--- src/rtl/hrlp_pkg.sv ---
// Types, constants and helper functions shared by the request line parser.
package hrlp_pkg;

	// Widths fixed by the line format
	localparam int BYTE_W      = 8;
	localparam int URL_LEN_W   = 11;
	localparam int METHOD_W    = 4;
	localparam int STATUS_W    = 2;
	localparam int NUM_METHODS = 13;
	localparam int POS_W       = 3;

	// Longest URL the counter can track
	localparam logic [URL_LEN_W-1:0] URL_LIMIT_MAX = 11'd1024;

	// Characters that steer the parse
	localparam logic [BYTE_W-1:0] CH_SPACE = 8'h20;
	localparam logic [BYTE_W-1:0] CH_CR    = 8'h0D;
	localparam logic [BYTE_W-1:0] CH_LF    = 8'h0A;
	localparam logic [BYTE_W-1:0] CH_DOT   = 8'h2E;
	localparam logic [BYTE_W-1:0] CH_ZERO  = 8'h30;
	localparam logic [BYTE_W-1:0] CH_NINE  = 8'h39;

	// Method names, right-justified, first character in the highest used byte
	localparam logic [55:0] METHOD_NAME [NUM_METHODS] = '{
		"GET", "HEAD", "POST", "PUT", "DELETE", "OPTIONS", "TRACE",
		"PATCH", "MOVE", "COPY", "LINK", "UNLINK", "WRAPPED"
	};
	localparam logic [POS_W-1:0] METHOD_LEN [NUM_METHODS] = '{
		3'd3, 3'd4, 3'd4, 3'd3, 3'd6, 3'd7, 3'd5,
		3'd5, 3'd4, 3'd4, 3'd4, 3'd6, 3'd7
	};
	localparam logic [NUM_METHODS-1:0] ALL_METHODS = '1;
	localparam logic [METHOD_W-1:0] METHOD_UNKNOWN = 4'd13;

	// Version prefix text
	localparam logic [39:0] VERSION_PREFIX = "HTTP/";
	localparam logic [POS_W-1:0] PREFIX_LEN = 3'd5;

	// Summary status codes
	typedef enum logic [STATUS_W-1:0] {
		ST_OK        = 2'd0,
		ST_URL_LONG  = 2'd1,
		ST_BAD_VER   = 2'd2,
		ST_NO_URL_END = 2'd3
	} status_t;

	// Parse phases
	typedef enum logic [2:0] {
		PH_METHOD   = 3'd0,
		PH_URL      = 3'd1,
		PH_PREFIX   = 3'd2,
		PH_MAJOR    = 3'd3,
		PH_MINOR    = 3'd4,
		PH_TAIL_OK  = 3'd5,
		PH_TAIL_BAD = 3'd6
	} phase_t;

	// Per-line parser state
	typedef struct packed {
		phase_t                 phase;
		logic [POS_W-1:0]       method_pos;
		logic [NUM_METHODS-1:0] method_cand;
		logic [URL_LEN_W-1:0]   url_count;
		logic                   url_overflow;
		logic [POS_W-1:0]       prefix_pos;
		logic [BYTE_W-1:0]      major_value;
		logic [BYTE_W-1:0]      minor_value;
	} parse_state_t;

	// One result transaction
	typedef struct packed {
		logic [BYTE_W-1:0]    url_byte;
		logic                 url_valid;
		logic                 line_done;
		logic [METHOD_W-1:0]  method_code;
		logic [BYTE_W-1:0]    version_major;
		logic [BYTE_W-1:0]    version_minor;
		logic                 version_valid;
		logic [URL_LEN_W-1:0] url_length;
		status_t              status;
	} result_t;

	// Character of method idx at position pos (pos below its length)
	function automatic logic [BYTE_W-1:0] method_char(input int idx,
		input logic [POS_W-1:0] pos);
		int sh;
		sh = (int'(METHOD_LEN[idx]) - 1 - int'(pos)) * 8;
		return METHOD_NAME[idx][sh +: 8];
	endfunction

	// Character of the version prefix at position pos (pos below five)
	function automatic logic [BYTE_W-1:0] prefix_char(input logic [POS_W-1:0] pos);
		int sh;
		sh = (int'(PREFIX_LEN) - 1 - int'(pos)) * 8;
		return VERSION_PREFIX[sh +: 8];
	endfunction

	// value * 10 + digit, saturating at 255
	function automatic logic [BYTE_W-1:0] add_digit(input logic [BYTE_W-1:0] v,
		input logic [3:0] d);
		logic [11:0] n;
		n = {1'b0, v, 3'b000} + {3'b000, v, 1'b0} + {8'd0, d};
		return (n > 12'd255) ? 8'd255 : n[7:0];
	endfunction

endpackage

--- src/rtl/hrlp_method.sv ---
// Method name matcher: candidate pruning and final method selection.
module hrlp_method (
	input  logic                            upd_en,
	input  logic [hrlp_pkg::BYTE_W-1:0]     in_byte,
	input  logic [hrlp_pkg::POS_W-1:0]      pos,
	input  logic [hrlp_pkg::NUM_METHODS-1:0] cand,
	output logic [hrlp_pkg::POS_W-1:0]      pos_nxt,
	output logic [hrlp_pkg::NUM_METHODS-1:0] cand_nxt,
	output logic [hrlp_pkg::METHOD_W-1:0]   method_code
);
	import hrlp_pkg::*;

	// Drop every name whose character at this position differs
	always_comb begin
		cand_nxt = cand;
		pos_nxt  = pos;
		if (upd_en) begin
			for (int i = 0; i < NUM_METHODS; i++) begin
				if (pos < METHOD_LEN[i] && in_byte != method_char(i, pos))
					cand_nxt[i] = 1'b0;
			end
			if (pos != 3'd7)
				pos_nxt = pos + 3'd1;
		end
	end

	// First surviving name in table order that was fully seen
	always_comb begin
		method_code = METHOD_UNKNOWN;
		for (int i = NUM_METHODS - 1; i >= 0; i--) begin
			if (cand_nxt[i] && METHOD_LEN[i] <= pos_nxt)
				method_code = METHOD_W'(i);
		end
	end

endmodule

--- src/rtl/hrlp_step.sv ---
// Per-byte next-state and result logic of the request line parser.
module hrlp_step (
	input  hrlp_pkg::parse_state_t          st,
	input  logic [hrlp_pkg::BYTE_W-1:0]     in_byte,
	input  logic                            last_byte,
	input  logic [hrlp_pkg::URL_LEN_W-1:0]  max_url_length,
	output hrlp_pkg::parse_state_t          st_nxt,
	output hrlp_pkg::result_t               res
);
	import hrlp_pkg::*;

	logic                   eol;
	logic                   line_end;
	logic                   is_space;
	logic                   is_digit;
	logic [3:0]             digit;
	logic [URL_LEN_W-1:0]   url_lim;
	logic                   method_en;
	logic [POS_W-1:0]       mpos_nxt;
	logic [NUM_METHODS-1:0] mcand_nxt;
	logic [METHOD_W-1:0]    method_code;
	parse_state_t           ps;
	logic [BYTE_W-1:0]      url_byte;
	logic                   url_valid;
	logic                   vvalid;
	status_t                status;

	assign eol      = (in_byte == CH_CR) || (in_byte == CH_LF);
	assign line_end = eol || last_byte;
	assign is_space = (in_byte == CH_SPACE);
	assign is_digit = (in_byte >= CH_ZERO) && (in_byte <= CH_NINE);
	assign digit    = 4'(in_byte - CH_ZERO);

	// Clamp the URL limit into range
	always_comb begin
		if (max_url_length == '0)
			url_lim = URL_LEN_W'(1);
		else if (max_url_length > URL_LIMIT_MAX)
			url_lim = URL_LIMIT_MAX;
		else
			url_lim = max_url_length;
	end

	assign method_en = !eol && (st.phase == PH_METHOD) && !is_space;

	hrlp_method u_method (
		.upd_en      (method_en),
		.in_byte     (in_byte),
		.pos         (st.method_pos),
		.cand        (st.method_cand),
		.pos_nxt     (mpos_nxt),
		.cand_nxt    (mcand_nxt),
		.method_code (method_code)
	);

	// Parse one byte
	always_comb begin
		ps = st;
		ps.method_pos  = mpos_nxt;
		ps.method_cand = mcand_nxt;
		url_byte  = '0;
		url_valid = 1'b0;
		if (!eol) begin
			unique case (st.phase)
				PH_METHOD: begin
					if (is_space)
						ps.phase = PH_URL;
				end
				PH_URL: begin
					if (is_space) begin
						ps.phase      = PH_PREFIX;
						ps.prefix_pos = '0;
					end else if (st.url_count < url_lim) begin
						url_byte     = in_byte;
						url_valid    = 1'b1;
						ps.url_count = st.url_count + URL_LEN_W'(1);
					end else begin
						ps.url_overflow = 1'b1;
					end
				end
				PH_PREFIX: begin
					if (st.prefix_pos < PREFIX_LEN && in_byte == prefix_char(st.prefix_pos)) begin
						if (st.prefix_pos == PREFIX_LEN - 3'd1) begin
							ps.phase      = PH_MAJOR;
							ps.prefix_pos = '0;
						end else begin
							ps.prefix_pos = st.prefix_pos + 3'd1;
						end
					end else begin
						ps.phase = PH_TAIL_BAD;
					end
				end
				PH_MAJOR: begin
					if (is_digit) begin
						ps.major_value = add_digit(st.major_value, digit);
						ps.prefix_pos  = 3'd1;
					end else if (in_byte == CH_DOT && st.prefix_pos == 3'd1) begin
						ps.phase      = PH_MINOR;
						ps.prefix_pos = '0;
					end else begin
						ps.phase = PH_TAIL_BAD;
					end
				end
				PH_MINOR: begin
					if (is_digit) begin
						ps.minor_value = add_digit(st.minor_value, digit);
						ps.prefix_pos  = 3'd1;
					end else begin
						ps.phase = (st.prefix_pos == 3'd1) ? PH_TAIL_OK : PH_TAIL_BAD;
					end
				end
				PH_TAIL_OK, PH_TAIL_BAD: ;
				default: ;
			endcase
		end
	end

	// Line summary, status priority: too long, no second space, version
	assign vvalid = (ps.phase == PH_TAIL_OK) ||
		(ps.phase == PH_MINOR && ps.prefix_pos == 3'd1);

	always_comb begin
		priority if (ps.url_overflow)
			status = ST_URL_LONG;
		else if (ps.phase == PH_METHOD || ps.phase == PH_URL)
			status = ST_NO_URL_END;
		else if (!vvalid)
			status = ST_BAD_VER;
		else
			status = ST_OK;
	end

	// Merge summary and pick the next state
	always_comb begin
		st_nxt        = ps;
		res           = '0;
		res.url_byte  = url_byte;
		res.url_valid = url_valid;
		res.line_done = line_end;
		if (line_end) begin
			st_nxt.phase        = PH_METHOD;
			st_nxt.method_pos   = '0;
			st_nxt.method_cand  = ALL_METHODS;
			st_nxt.url_count    = '0;
			st_nxt.url_overflow = 1'b0;
			st_nxt.prefix_pos   = '0;
			st_nxt.major_value  = '0;
			st_nxt.minor_value  = '0;
			res.method_code     = method_code;
			res.version_major   = vvalid ? ps.major_value : '0;
			res.version_minor   = vvalid ? ps.minor_value : '0;
			res.version_valid   = vvalid;
			res.url_length      = ps.url_count;
			res.status          = status;
		end
	end

endmodule

--- src/rtl/http_request_line_parser_top.sv ---
// An accepted byte goes into the input register, then is parsed into the result register.
// Throughput: one byte per cycle; the input register and the result register
// each stall only when the stage after them is full and not taken.
// The line state is one register set updated as a byte moves into the result stage.
// Reset (arst_n low) clears the line state and both stages; max_url_length resets to 1024.
// Top level of the HTTP request line parser.
module http_request_line_parser_top (
	input  logic        clk,
	input  logic        arst_n,
	// configuration
	input  logic        cfg_we,
	input  logic [10:0] cfg_wdata,      // max_url_length
	// input stream
	input  logic        s_axis_tvalid,
	output logic        s_axis_tready,
	input  logic [7:0]  s_axis_tdata,   // in_byte
	input  logic        s_axis_tlast,   // last_byte
	// result stream
	output logic        m_axis_tvalid,
	input  logic        m_axis_tready,
	// [7:0] url_byte, [11:8] method_code, [19:12] version_major,
	// [27:20] version_minor, [28] version_valid, [39:29] url_length,
	// [41:40] status, [47:42] zero
	output logic [47:0] m_axis_tdata,
	output logic        m_axis_tuser,   // url_valid
	output logic        m_axis_tlast    // line_done
);
	import hrlp_pkg::*;

	logic [URL_LEN_W-1:0] max_url_length_q;
	parse_state_t         st_q;
	parse_state_t         st_nxt;
	logic                 valid_s1;
	logic [BYTE_W-1:0]    byte_s1;
	logic                 last_s1;
	logic                 valid_s2;
	result_t              res_s2;
	result_t              res_nxt;
	logic                 in_fire;
	logic                 adv2;

	assign adv2          = valid_s1 && (!valid_s2 || m_axis_tready);
	assign s_axis_tready = !valid_s1 || adv2;
	assign in_fire       = s_axis_tvalid && s_axis_tready;

	// Configuration register
	always_ff @(posedge clk or negedge arst_n) begin
		if (!arst_n) begin
			max_url_length_q <= URL_LIMIT_MAX;
		end else if (cfg_we) begin
			max_url_length_q <= cfg_wdata;
		end
	end

	// Input register
	always_ff @(posedge clk or negedge arst_n) begin
		if (!arst_n) begin
			valid_s1 <= 1'b0;
		end else if (in_fire) begin
			valid_s1 <= 1'b1;
		end else if (adv2) begin
			valid_s1 <= 1'b0;
		end
	end

	always_ff @(posedge clk) begin
		if (in_fire) begin
			byte_s1 <= s_axis_tdata;
			last_s1 <= s_axis_tlast;
		end
	end

	hrlp_step u_step (
		.st             (st_q),
		.in_byte        (byte_s1),
		.last_byte      (last_s1),
		.max_url_length (max_url_length_q),
		.st_nxt         (st_nxt),
		.res            (res_nxt)
	);

	// Line state, advanced once per byte
	always_ff @(posedge clk or negedge arst_n) begin
		if (!arst_n) begin
			st_q <= '{phase: PH_METHOD, method_pos: '0, method_cand: ALL_METHODS,
				url_count: '0, url_overflow: 1'b0, prefix_pos: '0,
				major_value: '0, minor_value: '0};
		end else if (adv2) begin
			st_q <= st_nxt;
		end
	end

	// Result register
	always_ff @(posedge clk or negedge arst_n) begin
		if (!arst_n) begin
			valid_s2 <= 1'b0;
		end else if (adv2) begin
			valid_s2 <= 1'b1;
		end else if (m_axis_tready) begin
			valid_s2 <= 1'b0;
		end
	end

	always_ff @(posedge clk) begin
		if (adv2)
			res_s2 <= res_nxt;
	end

	assign m_axis_tvalid = valid_s2;
	assign m_axis_tuser  = res_s2.url_valid;
	assign m_axis_tlast  = res_s2.line_done;
	assign m_axis_tdata  = {6'd0, res_s2.status, res_s2.url_length, res_s2.version_valid,
		res_s2.version_minor, res_s2.version_major, res_s2.method_code, res_s2.url_byte};

	// A line end transaction leaves the parser at the start of a fresh line
	a_line_clears: assert property (@(posedge clk) disable iff (!arst_n)
		(adv2 && res_nxt.line_done) |=>
		(st_q.phase == PH_METHOD && st_q.url_count == '0 && st_q.method_cand == ALL_METHODS))
		else $error("line state not cleared after line end");

	// URL counter never passes the largest limit
	a_url_count_bound: assert property (@(posedge clk) disable iff (!arst_n)
		st_q.url_count <= URL_LIMIT_MAX)
		else $error("URL counter out of range");

	// Summary fields are zero unless the transaction ends a line
	a_summary_zero: assert property (@(posedge clk) disable iff (!arst_n)
		(valid_s2 && !res_s2.line_done) |-> (m_axis_tdata[47:8] == '0))
		else $error("summary fields set without line end");

	// Version numbers stay zero unless the version was recognized
	a_version_only_valid: assert property (@(posedge clk) disable iff (!arst_n)
		(adv2 && !res_nxt.version_valid) |=>
		(res_s2.version_major == '0 && res_s2.version_minor == '0))
		else $error("version numbers set without a valid version");

endmodule
--- config.mk ---
export PLATFORM = sky130hd
export DESIGN_NAME = http_request_line_parser_top
export DESIGN_NICKNAME = d
export VERILOG_FILES = /design/src/rtl/hrlp_pkg.sv /design/src/rtl/hrlp_method.sv /design/src/rtl/hrlp_step.sv /design/src/rtl/http_request_line_parser_top.sv
export SDC_FILE = /design/constraint.sdc
export NUM_CORES = 1
export LEC_CHECK = 0
export ABC_AREA = 1
export BUFFER_PORTS_ARGS = -buffer_cell sky130_fd_sc_hd__buf_2
export CORE_MARGIN = 2
export CORE_UTILIZATION = 45
export CTS_BUF_LIST = sky130_fd_sc_hd__clkbuf_2 sky130_fd_sc_hd__clkbuf_4 sky130_fd_sc_hd__clkbuf_8
export DETAILED_ROUTE_END_ITERATION = 10
export HOLD_SLACK_MARGIN = 0.12
export PLACE_DENSITY = 0.62
export SLEW_MARGIN = 15
export SYNTH_ARGS = -nofsm -noshare
export SYNTH_HDL_FRONTEND = slang
export SYNTH_SLANG_ARGS = --single-unit
--- constraint.sdc ---
create_clock -name clk -period 4.1 [get_ports clk]
set_input_delay 0.205 -clock clk [delete_from_list [all_inputs] [get_ports clk]]
set_output_delay 0.205 -clock clk [all_outputs]
set_load 0.02 [all_outputs]
==> flow_summary.json <==
{
  "ant_nets": 0,
  "maxCapViolCount": 0,
  "cp_num_buf_inv": 3,
  "hp-class": "input pin to flop",
  "crit_family": "simple AND/OR/NAND/NOR gates",
  "clk_latency_ns": 0.46,
  "crit_fanout": 15,
  "path_cells": "clkinv_1 -> ha_1 -> ha_1 -> inv_1 -> nand2_1 -> o21ai_0 -> xor2_1 -> nand4_1 -> a21oi_1 -> inv_1 -> or2_1 -> nand2_1 -> nand2_1 -> nand2_1 -> nand2_1 -> nand2_1 -> a21oi_1",
  "num_vias": 7202,
  "root_buffer": "clkbuf_8",
  "tns_ns": 0,
  "grt_pass1_wl_mm": 34.4,
  "crit_slowest_cell": "dfrtp_1",
  "initial_core_util": 0.463,
  "grt_pass1_vias": 6892,
  "die_x_um": 138,
  "firstDrtPassIters": 5,
  "std_cell_rows": 48,
  "area_growth_syn_to_layout_pct": 16.5,
  "drive_gt1_frac": 0.154,
  "slew_violations": 0,
  "slew_headroom": 0.375,
  "vdd_ir_drop_max_mv": 0.228,
  "worst_setup_path_end_kind": "flop",
  "numPlacedInstances": 1286,
  "cts.path.max_buffers": 2,
  "synth.area.top_cells": "edfxtp_1 (20%), dfrtp_1 (15%), nand2_1 (10%)",
  "io_buffer_count": 70,
  "rsz0062_at_grt": "no",
  "skew_ns": 0.00982,
  "min_period_ns": 3.70,
  "crit_top_cell": "nand2_1",
  "synth_cell_types": 54,
  "synth-edff-count": 53,
  "finalNonFillerCells": 1352,
  "avgRoutedWirePerCell_um": 15.5,
  "fin_crit_sh": 0.902,
  "synth_flop_cell": "edfxtp_1",
  "fin_util": 0.539,
  "io_pins": 77,
  "route.detailed.drc": 0,
  "yosys.area.top_type": "edfxtp_1",
  "outcome": "complete, no violations",
  "setup_violations": 0,
  "num_antenna_cells": 0,
  "final_hold_viol_count": 0,
  "gr-total-overflow": 0,
  "path_class": "flop to flop",
  "worstPathArrival_ns": 3.90,
  "syn_area_mm2": 0.00806,
  "slowest_delay_ns": 0.66,
  "syn-mean-instance-area_um2": 7.95,
  "cts_buffers": 17,
  "antenna_found_initial": 0,
  "cp-start-kind": "flop",
  "vias_per_cell": 5.33,
  "synth_top_cell_area_share": 0.197,
  "power_leakage_nw": 4.31,
  "clk_pin_slew_ns": 0.08,
  "cts.sinks": 116,
  "gp_congestion": 0.941,
  "grt_max_degree": 73,
  "drt-total-wl_mm": 21.0,
  "grt_util_all_layers": 0.236,
  "fin_nets": 1203,
  "place_hpwl_mm": 14.5,
  "async_flop_share": 0.543,
  "ys.warnings.count": 0,
  "core-area_mm2": 0.0174,
  "drt_iter0_drc": 518,
  "die_y_um": 138,
  "synth_most_common_cell": "nand2_1",
  "cts_tree": "yes",
  "worstPathRequired_ns": 4.31,
  "p_per_area_mw_per_mm2": 504,
  "ys_top_cells_by_count": "nand2_1 (216), nor2_1 (114), inv_1 (91)",
  "fmaxAchievable_mhz": 270,
  "worst_pin_slew_ns": 0.937,
  "syn_inst": 1014,
  "finalPower_mw": 4.74,
  "synth_seq_cells": 116,
  "dieArea_mm2": 0.0190,
  "yosysSeqAreaShare": 0.395,
  "htree_levels": 4
}
## what timing repair did
| item | 4_1_cts | 5_1_grt |
|---|---|---|
| endpoints found under the hold margin | 56 | 0 |
| buffers inserted | 0 | 0 |
| resized for setup | 0 | 0 |
| hold buffers | 34 | 0 |
## cell families (layout without fill, tap and decap cells)
group	count (synthesis)	count (layout)	synth area share
compound gates	190	190	0.132
xor+xnor	33	33	0.0358
fa+ha+maj	64	64	0.103
buf+inv	147	255	0.0770
flops	116	116	0.395
mux	2	2	0.00279
other cells	1	6	0.000465
simple gates	461	461	0.254
## state kept, by name (all words and copies together) (netlist names)
register	cells
byte_s1	8
last_s1	1
m_axis_tdata	42
m_axis_tlast	1
m_axis_tuser	1
m_axis_tvalid	1
max_url_length_q	11
st_q	50
valid_s1	1
## area by class of cell
| cell class | count | area [µm²] |
|---|---|---|
| Fill cell | 1690 | 8020 |
| Multi-Input combinational cell | 756 | 4280 |
| Sequential cell | 116 | 3190 |
| Timing Repair Buffer | 117 | 788 |
| Inverter | 106 | 398 |
| Clock buffer | 22 | 284 |
| Tap cell | 225 | 282 |
| Clock inverter | 10 | 179 |
## per-layer routing
metal / part of all wire / global-route usage / vias to the layer above
li1: - / - / 3592
met1: 0.46 / 0.319 / 3362
met2: 0.46 / 0.375 / 207
met3: 0.052 / 0.0461 / 41
met4: 0.023 / 0.0896 / 0
met5: 0 / 0 / -
## worst register-to-register path: stages, from the launching register on
cell and delay (ns):
dfrtp_1 0.66, clkinv_1 0.48, ha_1 0.39, ha_1 0.33, inv_1 0.14, nand2_1 0.14
o21ai_0 0.26, xor2_1 0.19, nand4_1 0.11, a21oi_1 0.14, inv_1 0.08, or2_1 0.23
nand2_1 0.07, nand2_1 0.04, nand2_1 0.05, nand2_1 0.04, nand2_1 0.05, a21oi_1 0.05
## stage by stage
stage	hold WS, ns	setup WS [ns]	area (µm²)
after floorplan	-0.0906	1.06	8080
after global placement	0.384	0.590	8590
after detailed placement	0.383	0.504	8590
after CTS	0.123	0.488	9390
after global routing	0.175	0.0547	9390
final	0.154	0.402	9390
## layout by cell type, fill, tap and decap left out, types with 17 or more instances in the layout
cell type / synthesis / layout
o22ai_1: 17 / 17
nand2_1: 216 / 216
inv_1: 91 / 90
dfrtp_1: 49 / 49
dlygate4sd3_1: 0 / 34
xor2_1: 29 / 29
nor2_1: 114 / 114
ha_1: 60 / 60
nand3_1: 66 / 66
buf_2: 9 / 70
clkbuf_8: 0 / 19
edfxtp_1: 53 / 53
o21ai_0: 77 / 77
a21oi_1: 51 / 51
## power by group
group | internal [mW] | switching (mW) | total [mW] | leakage (nW)
combinational | 0.614 | 1.31 | 1.93 | 2.74
clock | 0.773 | 0.492 | 1.27 | 0.237
sequential | 1.43 | 0.116 | 1.55 | 1.33
total | 2.82 | 1.92 | 4.74 | 4.31
## worst paths after layout
kind / depth (start not counted) / from / slack (ns) / end
max in group asynchronous: 3 / arst_n / 2.69 / st_q[41]$_DFFE_PN1P_
worst max-delay path: 17 / st_q[45]$_DFFE_PN0P_ / 0.40 / m_axis_tdata[8]$_SDFFCE_PP0P_
min in group asynchronous: 2 / arst_n / 0.41 / st_q[7]$_DFFE_PN0P_
worst max register to register: 17 / st_q[45]$_DFFE_PN0P_ / 0.40 / m_axis_tdata[8]$_SDFFCE_PP0P_
worst min register to register: 2 / st_q[40]$_DFFE_PN1P_ / 0.49 / st_q[40]$_DFFE_PN1P_
worst min-delay path: 2 / cfg_we / 0.15 / max_url_length_q[2]$_DFFE_PN0P_
No activity file was read; power rests on OpenSTA's default activity.
